### src/hw/rtl/per_session_window_rate_limiter_assert.svh
// Assertion helpers for the rate limiter RTL.
// Each helper expects clk and rst_n in scope.
`ifndef PER_SESSION_WINDOW_RATE_LIMITER_ASSERT_SVH
`define PER_SESSION_WINDOW_RATE_LIMITER_ASSERT_SVH

`ifndef SYNTHESIS

// Same-cycle implication
`define PSWRL_ASSERT_IMP(lbl, ante, cons, msg) \
  lbl: assert property (@(posedge clk) disable iff (!rst_n) (ante) |-> (cons)) \
    else $error(msg);

// Next-cycle implication
`define PSWRL_ASSERT_NXT(lbl, ante, cons, msg) \
  lbl: assert property (@(posedge clk) disable iff (!rst_n) (ante) |=> (cons)) \
    else $error(msg);

`else

`define PSWRL_ASSERT_IMP(lbl, ante, cons, msg)
`define PSWRL_ASSERT_NXT(lbl, ante, cons, msg)

`endif

`endif

### src/hw/rtl/pswrl_pkg.sv
package pswrl_pkg;

  // Stream payload widths (tdata byte padded)
  localparam int IN_TDATA_W  = 64;
  localparam int IN_TUSER_W  = 1;
  localparam int OUT_TDATA_W = 8;

  // Configuration port widths
  localparam int CFG_INDEX_W = 3;
  localparam int CFG_DATA_W  = 32;

  // Controller to datapath commands
  typedef struct packed {
    logic load;   // capture accepted request
    logic age;    // evaluate window age
    logic cnt;    // update counters and table
    logic cmp;    // compare limits, load result
  } pswrl_cmd_t;

  // Datapath to controller status
  typedef struct packed {
    logic out_free;  // result register can take a new value this cycle
  } pswrl_status_t;

endpackage

### src/hw/rtl/pswrl_ctrl.sv
`include "per_session_window_rate_limiter_assert.svh"

module pswrl_ctrl (
  input  logic                    clk,
  input  logic                    rst_n,
  input  logic                    in_tvalid,
  output logic                    in_tready,
  input  pswrl_pkg::pswrl_status_t status,
  output pswrl_pkg::pswrl_cmd_t    cmd
);
  import pswrl_pkg::*;

  typedef enum logic [2:0] {
    S_IDLE,
    S_RD,
    S_AGE,
    S_CNT,
    S_CMP
  } state_t;

  state_t state_r;
  logic   accept;

  assign in_tready = (state_r == S_IDLE);
  assign accept    = in_tvalid && in_tready;

  // Command decode
  always_comb begin
    cmd      = '0;
    cmd.load = accept;
    cmd.age  = (state_r == S_AGE);
    cmd.cnt  = (state_r == S_CNT);
    cmd.cmp  = (state_r == S_CMP) && status.out_free;
  end

  // Sequencer: read, age check, count, compare
  always_ff @(posedge clk) begin
    if (!rst_n) begin
      state_r <= S_IDLE;
    end else begin
      case (state_r)
        S_IDLE: begin
          if (accept) state_r <= S_RD;
        end
        S_RD:  state_r <= S_AGE;
        S_AGE: state_r <= S_CNT;
        S_CNT: state_r <= S_CMP;
        S_CMP: begin
          if (status.out_free) state_r <= S_IDLE;
        end
        default: state_r <= S_IDLE;
      endcase
    end
  end

  `PSWRL_ASSERT_NXT(a_accept_reads, accept, state_r == S_RD, "accept did not start a read")
  `PSWRL_ASSERT_NXT(a_cmp_stall, (state_r == S_CMP) && !status.out_free, state_r == S_CMP,
                    "left compare while result register full")
  `PSWRL_ASSERT_IMP(a_cmd_onehot, 1'b1, $onehot0({cmd.load, cmd.age, cmd.cnt, cmd.cmp}),
                    "overlapping datapath commands")

endmodule

### config.mk
export PLATFORM = sky130hd
export DESIGN_NAME = pswrl_ctrl
export DESIGN_NICKNAME = d
export VERILOG_FILES = /design/src/hw/rtl/pswrl_pkg.sv /design/src/hw/rtl/pswrl_ctrl.sv
export VERILOG_INCLUDE_DIRS = /design/src /design/src/hw/rtl
export SDC_FILE = /design/constraint.sdc
export NUM_CORES = 1
export LEC_CHECK = 0
export ABC_AREA = 1
export BUFFER_PORTS_ARGS = -buffer_cell sky130_fd_sc_hd__buf_2
export CAP_MARGIN = 15
export CORE_AREA = 5 5 42 44
export CTS_CLUSTER_DIAMETER = 40
export CTS_CLUSTER_SIZE = 8
export DETAILED_ROUTE_END_ITERATION = 7
export DIE_AREA = 0 0 47 49
export GPL_ROUTABILITY_DRIVEN = 0
export REMOVE_ABC_BUFFERS = 1
export SLEW_MARGIN = 10
export SYNTH_ARGS = -nofsm -noshare
export SYNTH_HDL_FRONTEND = slang
export SYNTH_SLANG_ARGS = --single-unit
### constraint.sdc
create_clock -name clk -period 2.6 [get_ports clk]
set_clock_uncertainty 0.2 [all_clocks]
set_input_delay 0.52 -clock clk [delete_from_list [all_inputs] [get_ports clk]]
set_output_delay 0.52 -clock clk [all_outputs]
set_load 0.02 [all_outputs]
==> run metrics <==
first-pass GRT wire length=793 um; Worst EP required=1.88 ns; setup TNS=0 ns; residual DRC count=0; Hold Vio Cnt, Final=0; WHS Endpoint=state_r[2]; global route overflow=0; r2r endpoint=state_r[2]; Post-CTS Setup Bufs=0; WL met2=245 um; max-cap violations=0; WP data arrival=1.06 ns; CTS tree=yes; PostCTS Resize Cnt=0; H-tree depth=1; register area share after synthesis=0.343; initial DRC count=1; Gate Count Post-Synth=27; post-route minimum period=1.78 ns; Simple-Gate Fraction of Synth Area=0.350; pin count of the biggest net entering global routing=7; Peak VDD IR=115 uV; Clock Pin Slew Worst Setup and Hold Paths=0.04 ns; Final #Nets=43; critical path peak fanout=6; port buffer count=8; Leakage=0.140 nW; Rel. slew slack=0.876; Slew @ Worst Pin=0.186 ns; most frequent cells in the layout=8 x inv_1, 8 x buf_2, 4 x nor2_1, 4 x nand2_1; Slew Viols, Final=0; WS Path Type=reg2out; WL met1=115 um; Top Metal Used=met3; synth-to-layout area growth=45.0%; Hold Crit Start=state_r[2]; final std cells w/o fill=54; TritonCTS Sinks=3; Netlist cell types=11; #FFs+latches synth=3; P per Cell Area=667 nW/um^2; Largest register FFs=3; Std-Cell Rows=14; reg2reg path depth=3; total CTS buffers=3; clk_lat worst skew=0.23 ns; R2R Setup Slk=1.61 ns; Ant. Diodes=0; main combinational cell family by area after synthesis=simple AND/OR/NAND/NOR gates; hold path depth=2; cts hold-fix bufs=0; HPWL Detailed=318 um; Biggest register=state_r; gr usage total=0.0535; wire length on met3=30 um; initial antenna violation count=0; crit path launch type=flip-flop; layout cell share with drive strength beyond 1=0.368; DR pass1 iterations=2; placed cell count=50; Post-Route WL=391 um; Starting Density=0.125; Max Clk Rate=561 MHz; worst r2r src=state_r[0]; final clock period utilization by the worst path=0.686; wire length per cell=7.24 um; Post-Syn Area=175 um^2; status=finished, final reports clean; vias in the first global route=194; DR vias=185; Finished Core Util=0.181; CTS Buffer Depth=2; io pins=9; DRT antenna net count=0; Hold Path Class=reg2reg; Ys Warns=0; mux contribution to synthesized area=0; Syn Area/Cell=6.49 um^2; Root Buffer=clkbuf_4; die height=49 um; Setup crit end kind=output port; post-synthesis adder-cell area fraction=0; RSZ-0062 raised after global routing=no; Final setup viols=0; Compound-Gate Fraction of Synth Area=0.0929; Synth Area in XOR/XNOR=0; largest registers=state_r x3; Die ar.=2300 um^2; vias per cell=3.43; core outline area=1400 um^2; DIE WIDTH=47 um
## Yosys cell counts
cell      n  share of area
nor2_2    1          0.036
o211ai_1  1          0.043
inv_1     8           0.17
nor2_1    4          0.086
a21oi_2   1          0.050
dfxtp_1   3           0.34
nor3_1    2          0.057
nand3_2   1          0.057
nand3_1   1          0.029
nand2_1   4          0.086
buf_4     1          0.043
## power by group
| group | leakage (nW) | switching (mW) | internal, mW |
|---|---|---|---|
| Sequential | 0.0247 | 0.00466 | 0.0497 |
| Combinational | 0.0999 | 0.0210 | 0.0122 |
| Clock | 0.0150 | 0.0243 | 0.0575 |
## per-stage QoR
stage               cell area, um^2  power (mW)  hold WS, ns  setup WS [ns]
floorplan                       168      0.0775        0.288          0.986
global placement                228      0.0879        0.314          0.984
detailed placement              228      0.0888        0.316          0.974
CTS                             254       0.175        0.321          0.794
global route                    254       0.187        0.355          0.657
finish                          254       0.169        0.319          0.818
## cells by family (layout without fill, tap and decap cells)
logic type,after synthesis,in the layout
AO/OA/AOI/OAI,2,2
buffers and inverters,9,20
flip-flops,3,3
AND/OR/NAND/NOR,13,13
## per-layer routing
metal  GRT usage  vias to the layer above
met1      0.0484                       81
met4      0.0691                        0
li1            -                      101
met2      0.0679                        3
met5           0                        -
met3      0.0332                        0
## critical path, stage by stage, from the launching register on
cell and delay [ns]:
dfxtp_1 0.35, nor2_2 0.18, nand2_1 0.07, nor2_1 0.08, buf_2 0.16
## cell type report
cell class	count	area (um^2)
inverter	8	30.0
timing repair buffer	8	40.0
multi-input combinational	15	77.6
sequential	3	60.1
clock buffer	4	26.3
tap	16	20.0
fill	167	1150
## worst max-delay path by stage
stage,from,end,slack [ns],depth (start not counted)
floorplan,state_r[1],cmd[2],0.99,2
global placement,status,cmd[0],0.98,4
detailed placement,status,cmd[0],0.97,4
CTS,state_r[0],cmd[0],0.79,4
global route,state_r[0],cmd[0],0.66,4
finish,state_r[0],cmd[0],0.82,4
Power figures use the tool's default switching activity.
